### config.mk
export PLATFORM = sky130hd
export DESIGN_NAME = autokey_vigenere_cipher_core
export DESIGN_NICKNAME = d
export VERILOG_FILES = /design/src/hdl/avc_pkg.sv /design/src/hdl/avc_key_ring.sv /design/src/hdl/avc_cipher.sv /design/src/hdl/autokey_vigenere_cipher_core.sv
export SDC_FILE = /design/constraint.sdc
export NUM_CORES = 1
export LEC_CHECK = 0
export BUFFER_PORTS_ARGS = -buffer_cell sky130_fd_sc_hd__buf_4
export CELL_PAD_IN_SITES_DETAIL_PLACEMENT = 0
export CELL_PAD_IN_SITES_GLOBAL_PLACEMENT = 1
export CORE_MARGIN = 2
export CORE_UTILIZATION = 48
export DETAILED_ROUTE_END_ITERATION = 8
export PLACE_DENSITY_LB_ADDON = 0.1
export SLEW_MARGIN = 0
export SYNTH_ARGS = -nofsm -noshare
export SYNTH_HDL_FRONTEND = slang
export SYNTH_SLANG_ARGS = --single-unit
### constraint.sdc
create_clock -name clk_i -period 6.6 [get_ports clk_i]
set_clock_uncertainty 0.1 [all_clocks]
set_input_delay 0.33 -clock clk_i [delete_from_list [all_inputs] [get_ports clk_i]]
set_output_delay 0.33 -clock clk_i [all_outputs]
set_load 0.05 [all_outputs]
### src/hdl/avc_pkg.sv
// Shared types and constants for the autokey Vigenere cipher core.
`default_nettype none

package avc_pkg;

  // Alphabet and letter index format.
  localparam int ALPHABET_SIZE = 33;
  localparam int IDX_W         = 6;
  localparam logic [IDX_W-1:0] LETTER_MAX = 6'd32;
  localparam logic [IDX_W-1:0] YO_IDX     = 6'd6;

  // Key storage: sixteen slots of six bits, held in two registers.
  localparam int KEY_SLOTS    = 16;
  localparam int KEY_BITS     = KEY_SLOTS * IDX_W;
  localparam int KEY_LOW_W    = 60;
  localparam int KEY_HIGH_W   = 36;
  localparam int LEN_W        = 5;

  // CP1251 codes used by the letter mapping.
  localparam logic [7:0] CP_YO_UPPER   = 8'hA8;
  localparam logic [7:0] CP_YO_LOWER   = 8'hB8;
  localparam logic [7:0] CP_UPPER_BASE = 8'hC0;
  localparam logic [7:0] CP_UPPER_LAST = 8'hDF;
  localparam logic [7:0] CP_LOWER_BASE = 8'hE0;
  localparam logic [7:0] CP_CASE_DIFF  = 8'h20;

  // Configuration register indexes.
  localparam int CFG_IDX_W  = 2;
  localparam int CFG_DATA_W = 60;
  localparam logic [CFG_IDX_W-1:0] CFG_MODE       = 2'd0;
  localparam logic [CFG_IDX_W-1:0] CFG_KEY_LENGTH = 2'd1;
  localparam logic [CFG_IDX_W-1:0] CFG_KEY_LOW    = 2'd2;
  localparam logic [CFG_IDX_W-1:0] CFG_KEY_HIGH   = 2'd3;

  localparam logic MODE_ENCRYPT = 1'b0;
  localparam logic MODE_DECRYPT = 1'b1;

  typedef struct packed {
    logic [7:0] in_byte;
    logic       first;
  } in_item_t;

  typedef struct packed {
    logic [7:0] out_byte;
    logic       is_letter;
  } out_item_t;

  // Update request from the datapath to the key ring.
  typedef struct packed {
    logic             load;
    logic             step;
    logic [IDX_W-1:0] plain;
  } ring_ctrl_t;

endpackage

`default_nettype wire

### src/hdl/avc_key_ring.sv
// Key ring: autokey letter store with its read pointer and message start load.
`default_nettype none

module avc_key_ring #(
  parameter int KEY_MAX = 16,
  parameter int PTR_W   = 4
) (
  input  wire                                  clk_i,
  input  wire                                  rst_ni,
  input  avc_pkg::ring_ctrl_t                  ctrl_i,
  input  wire                                  first_i,
  input  wire  [avc_pkg::KEY_BITS-1:0]         key_letters_i,
  input  wire  [avc_pkg::LEN_W-1:0]            eff_len_i,
  output logic [avc_pkg::IDX_W-1:0]            key_o
);

  logic [avc_pkg::IDX_W-1:0] ring_q [KEY_MAX];
  logic [avc_pkg::IDX_W-1:0] ring_d [KEY_MAX];
  logic [avc_pkg::IDX_W-1:0] load_val [KEY_MAX];
  logic [PTR_W-1:0]          ptr_q, ptr_d, ptr_cur;
  logic [avc_pkg::LEN_W-1:0] ptr_inc;

  // Key letters as loaded, saturated to the last alphabet index.
  always_comb begin
    for (int i = 0; i < KEY_MAX; i++) begin
      load_val[i] = key_letters_i[i*avc_pkg::IDX_W +: avc_pkg::IDX_W];
      if (load_val[i] > avc_pkg::LETTER_MAX) begin
        load_val[i] = avc_pkg::LETTER_MAX;
      end
    end
  end

  // A message start forces the pointer to slot zero for this beat as well.
  assign ptr_cur = first_i ? '0 : ptr_q;
  assign key_o   = first_i ? load_val[0] : ring_q[ptr_cur];
  assign ptr_inc = avc_pkg::LEN_W'(ptr_cur) + avc_pkg::LEN_W'(1);

  always_comb begin
    for (int i = 0; i < KEY_MAX; i++) begin
      ring_d[i] = ctrl_i.load ? load_val[i] : ring_q[i];
    end
    if (ctrl_i.step) begin
      ring_d[ptr_cur] = ctrl_i.plain;
    end
    ptr_d = ctrl_i.load ? '0 : ptr_q;
    if (ctrl_i.step) begin
      ptr_d = (ptr_inc >= eff_len_i) ? '0 : PTR_W'(ptr_inc);
    end
  end

  always_ff @(posedge clk_i) begin
    for (int i = 0; i < KEY_MAX; i++) begin
      ring_q[i] <= ring_d[i];
    end
  end

  always_ff @(posedge clk_i or negedge rst_ni) begin
    if (!rst_ni) begin
      ptr_q <= '0;
    end else begin
      ptr_q <= ptr_d;
    end
  end

endmodule

`default_nettype wire

### src/hdl/avc_cipher.sv
// Letter mapping and modulo-33 add or subtract for one CP1251 byte.
`default_nettype none

module avc_cipher (
  input  wire  [7:0]                  in_byte_i,
  input  wire                         mode_i,
  input  wire  [avc_pkg::IDX_W-1:0]   key_i,
  output avc_pkg::out_item_t          out_o,
  output logic [avc_pkg::IDX_W-1:0]   plain_o
);

  logic                       lower;
  logic                       letter;
  logic [7:0]                 up_byte;
  logic [7:0]                 offs;
  logic [avc_pkg::IDX_W-1:0]  idx;
  logic [6:0]                 addend;
  logic [6:0]                 sum;
  logic [avc_pkg::IDX_W-1:0]  res;
  logic [7:0]                 enc_byte;

  // Decode: fold lower case onto upper case, Yo sits between E and Zh.
  always_comb begin
    lower   = (in_byte_i == avc_pkg::CP_YO_LOWER) || (in_byte_i >= avc_pkg::CP_LOWER_BASE);
    up_byte = (in_byte_i >= avc_pkg::CP_LOWER_BASE) ? in_byte_i - avc_pkg::CP_CASE_DIFF
                                                    : in_byte_i;
    offs    = up_byte - avc_pkg::CP_UPPER_BASE;
    letter  = 1'b0;
    idx     = '0;
    if ((in_byte_i == avc_pkg::CP_YO_UPPER) || (in_byte_i == avc_pkg::CP_YO_LOWER)) begin
      letter = 1'b1;
      idx    = avc_pkg::YO_IDX;
    end else if ((up_byte >= avc_pkg::CP_UPPER_BASE) &&
                 (up_byte <= avc_pkg::CP_UPPER_LAST)) begin
      letter = 1'b1;
      idx    = (offs < 8'(avc_pkg::YO_IDX)) ? avc_pkg::IDX_W'(offs)
                                            : avc_pkg::IDX_W'(offs + 8'd1);
    end
  end

  // Decrypt adds the complement of the key, so one reduction step suffices.
  always_comb begin
    addend = (mode_i == avc_pkg::MODE_DECRYPT)
             ? 7'(avc_pkg::ALPHABET_SIZE) - 7'(key_i) : 7'(key_i);
    sum    = 7'(idx) + addend;
    res    = (sum >= 7'(avc_pkg::ALPHABET_SIZE))
             ? avc_pkg::IDX_W'(sum - 7'(avc_pkg::ALPHABET_SIZE))
             : avc_pkg::IDX_W'(sum);
    plain_o = (mode_i == avc_pkg::MODE_DECRYPT) ? res : idx;
  end

  // Encode back to CP1251 in the original case.
  always_comb begin
    if (res == avc_pkg::YO_IDX) begin
      enc_byte = lower ? avc_pkg::CP_YO_LOWER : avc_pkg::CP_YO_UPPER;
    end else begin
      enc_byte = (res < avc_pkg::YO_IDX) ? avc_pkg::CP_UPPER_BASE + 8'(res)
                                         : avc_pkg::CP_UPPER_BASE + 8'(res) - 8'd1;
      if (lower) begin
        enc_byte = enc_byte + avc_pkg::CP_CASE_DIFF;
      end
    end
    out_o.is_letter = letter;
    out_o.out_byte  = letter ? enc_byte : in_byte_i;
  end

endmodule

`default_nettype wire

### src/hdl/autokey_vigenere_cipher_core.sv
// Top level of the autokey Vigenere cipher core for 33-letter Cyrillic text.
//
//   Port group   Direction  Handshake            Beat
//   in_*         input      in_valid_i/in_stall_o   one byte and message start flag
//   out_*        output     out_valid_o/out_stall_i one ciphered byte and letter flag
//   cfg_*        input      cfg_valid_i/cfg_ready_o one register index and its value
//
// One byte is accepted every cycle while the input is not stalled; its result is held in the
// output register once its beat has passed through the input register.
// The rate is set by the key ring read, modulo-33 add and ring write-back, all in the same cycle.
// A stalled output holds its beat, and the input register stalls only while the
// output register is full and stalled. Reset clears the pointer, the pipeline valids
// and the configuration registers; the key ring holds nothing useful until a message start.
`default_nettype none

module autokey_vigenere_cipher_core #(
  parameter int KEY_MAX = 16
) (
  input  wire                                clk_i,
  input  wire                                rst_ni,
  input  wire                                in_valid_i,
  output logic                               in_stall_o,
  input  avc_pkg::in_item_t                  in_data_i,
  output logic                               out_valid_o,
  input  wire                                out_stall_i,
  output avc_pkg::out_item_t                 out_data_o,
  input  wire                                cfg_valid_i,
  output logic                               cfg_ready_o,
  input  wire  [avc_pkg::CFG_IDX_W-1:0]      cfg_index_i,
  input  wire  [avc_pkg::CFG_DATA_W-1:0]     cfg_data_i
);

  localparam int PTR_W = (KEY_MAX > 1) ? $clog2(KEY_MAX) : 1;

  logic                            mode_q;
  logic [avc_pkg::LEN_W-1:0]       key_length_q;
  logic [avc_pkg::KEY_LOW_W-1:0]   key_low_q;
  logic [avc_pkg::KEY_HIGH_W-1:0]  key_high_q;
  logic [avc_pkg::LEN_W-1:0]       eff_len;
  logic                            cfg_we;

  logic                            s1_valid_q, s1_valid_d;
  avc_pkg::in_item_t               s1_q;
  logic                            out_valid_q, out_valid_d;
  avc_pkg::out_item_t              out_q;
  logic                            out_free, s1_fire, in_take;

  avc_pkg::out_item_t              cip_out;
  logic [avc_pkg::IDX_W-1:0]       plain;
  logic [avc_pkg::IDX_W-1:0]       key_letter;
  avc_pkg::ring_ctrl_t             ring_ctrl;

  // Configuration.
  assign cfg_ready_o = 1'b1;
  assign cfg_we      = cfg_valid_i && cfg_ready_o;

  always_ff @(posedge clk_i or negedge rst_ni) begin
    if (!rst_ni) begin
      mode_q       <= avc_pkg::MODE_ENCRYPT;
      key_length_q <= avc_pkg::LEN_W'(1);
      key_low_q    <= '0;
      key_high_q   <= '0;
    end else if (cfg_we) begin
      case (cfg_index_i)
        avc_pkg::CFG_MODE:       mode_q       <= cfg_data_i[0];
        avc_pkg::CFG_KEY_LENGTH: key_length_q <= cfg_data_i[avc_pkg::LEN_W-1:0];
        avc_pkg::CFG_KEY_LOW:    key_low_q    <= cfg_data_i[avc_pkg::KEY_LOW_W-1:0];
        avc_pkg::CFG_KEY_HIGH:   key_high_q   <= cfg_data_i[avc_pkg::KEY_HIGH_W-1:0];
        default: ;
      endcase
    end
  end

  always_comb begin
    eff_len = key_length_q;
    if (eff_len == '0) begin
      eff_len = avc_pkg::LEN_W'(1);
    end
    if (eff_len > avc_pkg::LEN_W'(KEY_MAX)) begin
      eff_len = avc_pkg::LEN_W'(KEY_MAX);
    end
  end

  // Pipeline handshake: input register, then result register.
  assign out_free   = !out_valid_q || !out_stall_i;
  assign s1_fire    = s1_valid_q && out_free;
  assign in_stall_o = s1_valid_q && !out_free;
  assign in_take    = in_valid_i && !in_stall_o;

  always_comb begin
    s1_valid_d = s1_valid_q;
    if (in_take) begin
      s1_valid_d = 1'b1;
    end else if (s1_fire) begin
      s1_valid_d = 1'b0;
    end
    out_valid_d = s1_fire || (out_valid_q && out_stall_i);
  end

  always_ff @(posedge clk_i or negedge rst_ni) begin
    if (!rst_ni) begin
      s1_valid_q  <= 1'b0;
      out_valid_q <= 1'b0;
    end else begin
      s1_valid_q  <= s1_valid_d;
      out_valid_q <= out_valid_d;
    end
  end

  always_ff @(posedge clk_i) begin
    if (in_take) begin
      s1_q <= in_data_i;
    end
    if (s1_fire) begin
      out_q <= cip_out;
    end
  end

  assign out_valid_o = out_valid_q;
  assign out_data_o  = out_q;

  // The ring is only touched on the beat that moves into the result register.
  assign ring_ctrl.load  = s1_fire && s1_q.first;
  assign ring_ctrl.step  = s1_fire && cip_out.is_letter;
  assign ring_ctrl.plain = plain;

  avc_key_ring #(
    .KEY_MAX (KEY_MAX),
    .PTR_W   (PTR_W)
  ) u_key_ring (
    .clk_i         (clk_i),
    .rst_ni        (rst_ni),
    .ctrl_i        (ring_ctrl),
    .first_i       (s1_q.first),
    .key_letters_i ({key_high_q, key_low_q}),
    .eff_len_i     (eff_len),
    .key_o         (key_letter)
  );

  avc_cipher u_cipher (
    .in_byte_i (s1_q.in_byte),
    .mode_i    (mode_q),
    .key_i     (key_letter),
    .out_o     (cip_out),
    .plain_o   (plain)
  );

  // Checks.
  a_stall_only_when_blocked: assert property (@(posedge clk_i) disable iff (!rst_ni)
    in_stall_o |-> (out_valid_o && out_stall_i))
    else $error("input stalled while the result register could take a beat");

  a_nonletter_passes: assert property (@(posedge clk_i) disable iff (!rst_ni)
    (s1_fire && !cip_out.is_letter) |=>
      (out_valid_o && !out_data_o.is_letter && out_data_o.out_byte == $past(s1_q.in_byte)))
    else $error("non-letter byte was altered");

  a_letter_in_alphabet: assert property (@(posedge clk_i) disable iff (!rst_ni)
    (out_valid_o && out_data_o.is_letter) |->
      (out_data_o.out_byte >= avc_pkg::CP_UPPER_BASE ||
       out_data_o.out_byte == avc_pkg::CP_YO_UPPER ||
       out_data_o.out_byte == avc_pkg::CP_YO_LOWER))
    else $error("ciphered letter falls outside the alphabet");

endmodule

`default_nettype wire
* Yosys cells after proc, flatten, opt, wreduce, memory -nomap -nowiden
Memories as Yosys holds them, arrays and structs flattened.
Index checks and enable logic that the tools add are counted.
** Operators by class
- Add/subtract/negate cells :: 10
- Multiply operators :: 0
- Div/mod/pow operators :: 0
- Magnitude comparators :: 26
- Equal/unequal tests :: 6
- Shift-type cells :: 0
- Mux-type cells :: 59
- Bitwise operators :: 1
- Reduce and logical (&&, ||, !) cells :: 24
** Operator list (number)
- two-way mux 6 bit :: 39
- bitwise mux 96 bit :: 1
- > comparator 6 bit, second input constant :: 16
- two-way mux 96 bit :: 1
- two-way mux 8 bit :: 5
- demux 6 bit (select 4 bit) :: 1
- == test 8 bit, second input constant :: 2
- greater-or-equal comparator 8 bit, second input constant :: 2
- two-way mux 4 bit :: 4
- two-way mux 5 bit :: 3
- adder 7 x 7 -> 8 bit, first input constant :: 1
- adder 8 x 6 -> 8 bit, second input constant :: 1
- less-or-equal comparator 8 bit, second input constant :: 1
- logical AND 1 bit :: 8
- < comparator 8 x 3 -> 1 bit, second input constant :: 1
- AND reduction 2 bit :: 4
- subtractor 8 x 1 -> 8 bit, second input constant :: 1
- subtractor 8 x 6 -> 8 bit, second input constant :: 1
- subtractor 8 bit, second input constant :: 1
- adder 6 x 7 -> 7 bit :: 1
- greater-or-equal comparator 7 x 6 -> 1 bit, second input constant :: 1
- two-way mux 7 bit :: 1
- subtractor 6 x 6 -> 7 bit, first input constant :: 1
- adder 6 x 1 -> 6 bit, second input constant :: 1
- other kinds (17) :: 28
** Word-level totals
- Bits in registers :: 126
- Bits in latches :: 0
- Bits in writable memories :: 96
- Bits in read-only memories :: 0
- Input port bits :: 76
- Output and inout port bits :: 12
- Word-level logic and storage cells :: 138
- Memories kept :: 1
** Memory list
- u_key_ring.ring_q :: words 16, width 6, rd ports 17, clocked after memory_dff 0, write ports 16, line avc_key_ring.sv:17 : logic [avc_pkg::IDX_W-1:0] ring_q [KEY_MAX];

* Logic depth before layout (Yosys ltp)
- Depth after elaboration :: 17
- Gate-level depth with buffers :: 26
- Depth with buffers taken out :: 23

* Cells and area by module
Synthesis repeated with hierarchy kept, for this count alone.
** Second synthesis, totals
- Cell total of the unflattened synthesis :: 1167
- Area total of the unflattened synthesis :: 11412.2 µm²
** By module, submodules not included
- avc_key_ring :: times used 1, cells each 748, area an instance 5540.3 µm², sequential area each 2021.9 µm²
- autokey_vigenere_cipher_core :: times used 1, cells each 255, area an instance 4650.7 µm², sequential area each 3144.3 µm²
- avc_cipher :: times used 1, cells each 164, area an instance 1221.2 µm², sequential area each 0.0 µm²

* Least setup slack after synthesis
No wires, ideal clock.
- Path kind :: register -> register
- Start point :: register u_key_ring.ptr_q[0]
- End point :: register out_q (netlist bit out_data_o[7]) (data pin)
- Library setup time :: 0.262 ns
- Data arrival time :: 5.076 ns
- Data required time :: 6.238 ns
- Slack :: 1.162 ns
- Stages on the path, launching flop included :: 25
- Buffers on the path :: 2
- Clock period less this slack :: 5.438 ns
- Cell sequence :: dfrtp_1 -> buf_2 -> buf_2 -> mux4_2 -> nor4b_1 -> a31o_2 -> a211oi_1 -> inv_1 -> ha_1 -> nor2b_1 -> nor2_1 -> ha_1 -> nand2b_1 -> a21o_1 -> nand3_1 -> a21oi_1 -> mux2_2 -> or4_1 -> a32oi_2 -> nor2b_1 -> mux2i_1 -> a31oi_1 -> ha_1 -> nor2b_1 -> o22ai_1
** RTL lines
- from (decl) :: line avc_key_ring.sv:20 : logic [PTR_W-1:0] ptr_q, ptr_d, ptr_cur;
- from (signal assigned) :: line avc_key_ring.sv:61 : ptr_q <= ptr_d;
- to (signal assigned) :: line autokey_vigenere_cipher_core.sv:115 : out_q <= cip_out;
- to (decl) :: line autokey_vigenere_cipher_core.sv:45 : avc_pkg::out_item_t out_q;

==> metrics.txt <==
vias in the first global route=8941; Root Buffer=clkbuf_16; maximum VDD drop=0.236 mV; CTS Buf Count=26; initial antenna violation count=1; top-count cell post-synth=a21oi_1; max cap viols=0; Detailed Route WL=31.9 mm; clock share of power=0.287; Final setup viols=0; Setup crit start kind=register; fillers=2039; FF-to-FF setup slack=410 ps; routability cong.=0.919; share of cells above drive strength 1=0.237; cell count after synthesis=1112; synth top area cells=dfrtp_1, dfxtp_1, mux2_2; Diodes inserted=0; CP top delay family=compound AO/OA/AOI/OAI gates; largest net degree at the start of global routing=71; P_sw=1.76 mW; antenna-violating nets left=0; Slew HR=0.318; hold depth=3; hold_ws=73.3 ps; first-pass GRT wire length=51.1 mm; final hold viol count=0; crit-path max cell delay=630 ps; CTS tree=done; Seq cells post-synth=222; Mapped Avg Cell Area=10.4 µm²; post-synth top area cell=dfrtp_1; first-pass iteration count of the detailed router=5; area share of the largest cell type after synthesis=0.231; crit end category=register; power per cell area=356 nW/µm²; Layout area overhead=22.8%; Primary FF master, synth=dfrtp_1; Min-Delay Startpoint=cfg_index_i[1]; fin crit period=6190 ps; actual slew at the worst max-slew pin=1020 ps; Final #Nets=1360; Worst Hold End=mode_q; Clk Latency, worst-skew pair=550 ps; r2r endpoint=out_data_o[7]; Hold Crit Class=input pin to register; GRT Total Usage=0.251; grt total ovfl=0; WL per Instance=19.9 µm; crit path max fanout=12; Reg power frac=0.378; P_int=3.30 mW; clock sinks=222; Comb pwr share=0.335; clock buffer depth=3; CP Class=register to register; Critical Path AT=6360 ps; library cells used by synthesis=92; Std-Cell Rows=56; Critical Path, Cell by Cell=nor2b_1 -> inv_2 -> o221a_1 -> o31a_1 -> ha_1 -> nand2b_1 -> xnor2_1 -> ha_1 -> a21o_1 -> nand3_1 -> a21oi_1 -> mux2_2 -> or4_1 -> a32oi_2 -> buf_4 -> nor2b_1 -> mux2i_1 -> a31oi_1 -> ha_1 -> nor2b_1 -> o22ai_1; Die Area=25400 µm²; Reg2Reg Launch Point=u_key_ring.ptr_q[1]; Post-synth EDFFs=18; DIE WIDTH=159 µm; post-DP HPWL=21.7 mm; Final Cycle Share=0.937; share of flip-flops with an asynchronous set or reset=0.486; # Post-CTS Setup Buffers=0; setup TNS=0 ps; via count=9159; H-tree Lvls=1; drt initial violations=737; area of the mapped netlist=11600 µm²; Initial Util=0.491; Vias/cell=5.73; Ports=88; Clock transition at path regs=60 ps; Critical path buffers and inverters=2; core area=23600 µm²; Pins Over Slew Limit=0; Buffers on Ports=86; RSZ-0062 raised after global routing=no; leak pwr=6.13 nW; outcome=completed; chip height=159 µm; Req. time, crit path=6770 ps; Max Fclk=162 MHz; DRC viols=0; register area share after synthesis=0.445; Sw Ratio=0.348; worst r2r path cells=21; Synth Warn #=0; synth cell count leaders=a21oi_1, dfrtp_1, mux2_2; CP max stage cell=dfrtp_1
==> metrics by stage <==
stage	power, mW	setup WS [ps]	utilization	area, µm²	std cells
final	5.06	413	0.603	14200	1599
after global routing	5.36	58.9	0.603	14200	1599
after CTS	5.09	322	0.602	14200	1599
after detailed placement	3.57	353	0.533	12600	1478
after global placement	3.56	473	0.533	12600	1478
after floorplan	3.04	1160	-	11600	1113
==> power groups by stage <==
stage | clock (mW) | sequential [mW] | combinational [mW]
after floorplan | 0 | 1.85 | 1.19
after global placement | 0 | 1.94 | 1.63
after detailed placement | 0 | 1.94 | 1.64
after CTS | 1.49 | 1.91 | 1.68
after global routing | 1.55 | 1.95 | 1.87
final | 1.45 | 1.92 | 1.70
==> layout by cell type, fill, tap and decap left out, drive strengths merged, types with 18 or more instances in the layout <==
cell type and count:
dfxtp 96, mux2 108, nand3 37, nor3b 81, inv 23, clkbuf 40
buf 111, dlygate4sd3 73, ha 23, edfxtp 18, mux2i 89, a21oi 145
o21ai 23, nor2 77, dfrtp 107, nand2 38
==> routing by layer <==
layer / vias up / wire length (µm) / global-route usage
met1: 4450 / 14500 / 0.356
met5: - / 0 / 0
met2: 264 / 14900 / 0.407
li1: 4402 / - / -
met3: 43 / 1790 / 0.0370
met4: 0 / 636 / 0.0570
==> cell families after synthesis <==
family / count (synthesis) / share of synthesized area
xor gates and xnor gates: 13 / 0.00982
buffers and inverters: 87 / 0.0322
DFF: 222 / 0.445
and+or+nand+nor: 308 / 0.150
AOI/OAI and AO/OA: 255 / 0.143
other: 1 / 0.000323
adders and majority gates: 24 / 0.0265
muxes: 202 / 0.192
==> repair_timing <==
item / 4_1_cts / 5_1_grt
hold buffers: 73 / 0
gates resized for setup: 0 / 2
endpoints found under the setup margin: 0 / 20
endpoints found under the hold margin: 166 / 0
==> final cells by class <==
type                       instances  area (µm²)  area share
multi-input combinational        804        6090       0.428
sequential                       222        5170       0.363
timing repair buffer             184        1590       0.112
clock buffer                      40         805      0.0565
tap                              319         399      0.0280
clock inverter                     8        96.3     0.00677
inverter                          22        90.1     0.00633
==> flip-flops by register name (all words and copies together), names as in the netlist <==
signal             flops
key_low_q             60
u_key_ring.ring_q     96
key_high_q            36
key_length_q           5
s1_valid_q             1
u_key_ring.ptr_q       4
out_valid_o            1
out_data_o             9
mode_q                 1
s1_q                   9
==> tightest hold or removal path, delay by kind of cell <==
| kind | cells | cell delay [ps] |
|---|---|---|
| mux | 1 | 210 |
| simple gates | 1 | 50 |
| buf+inv | 1 | 100 |
==> how the worst max path moves through the flow <==
stage,from,endpoint,slack [ps],cells after the start
finish,u_key_ring.ptr_q[1],out_data_o[7],410,21
global route,u_key_ring.ptr_q[1],out_data_o[1],60,20
CTS,u_key_ring.ptr_q[1],u_key_ring.ring_q[10][0],320,19
detailed placement,u_key_ring.ptr_q[1],u_key_ring.ring_q[10][0],350,19
global placement,u_key_ring.ptr_q[1],u_key_ring.ring_q[0][0],470,19
floorplan,u_key_ring.ptr_q[0],out_data_o[7],1160,24
No activity file was read; power rests on OpenSTA's default activity.
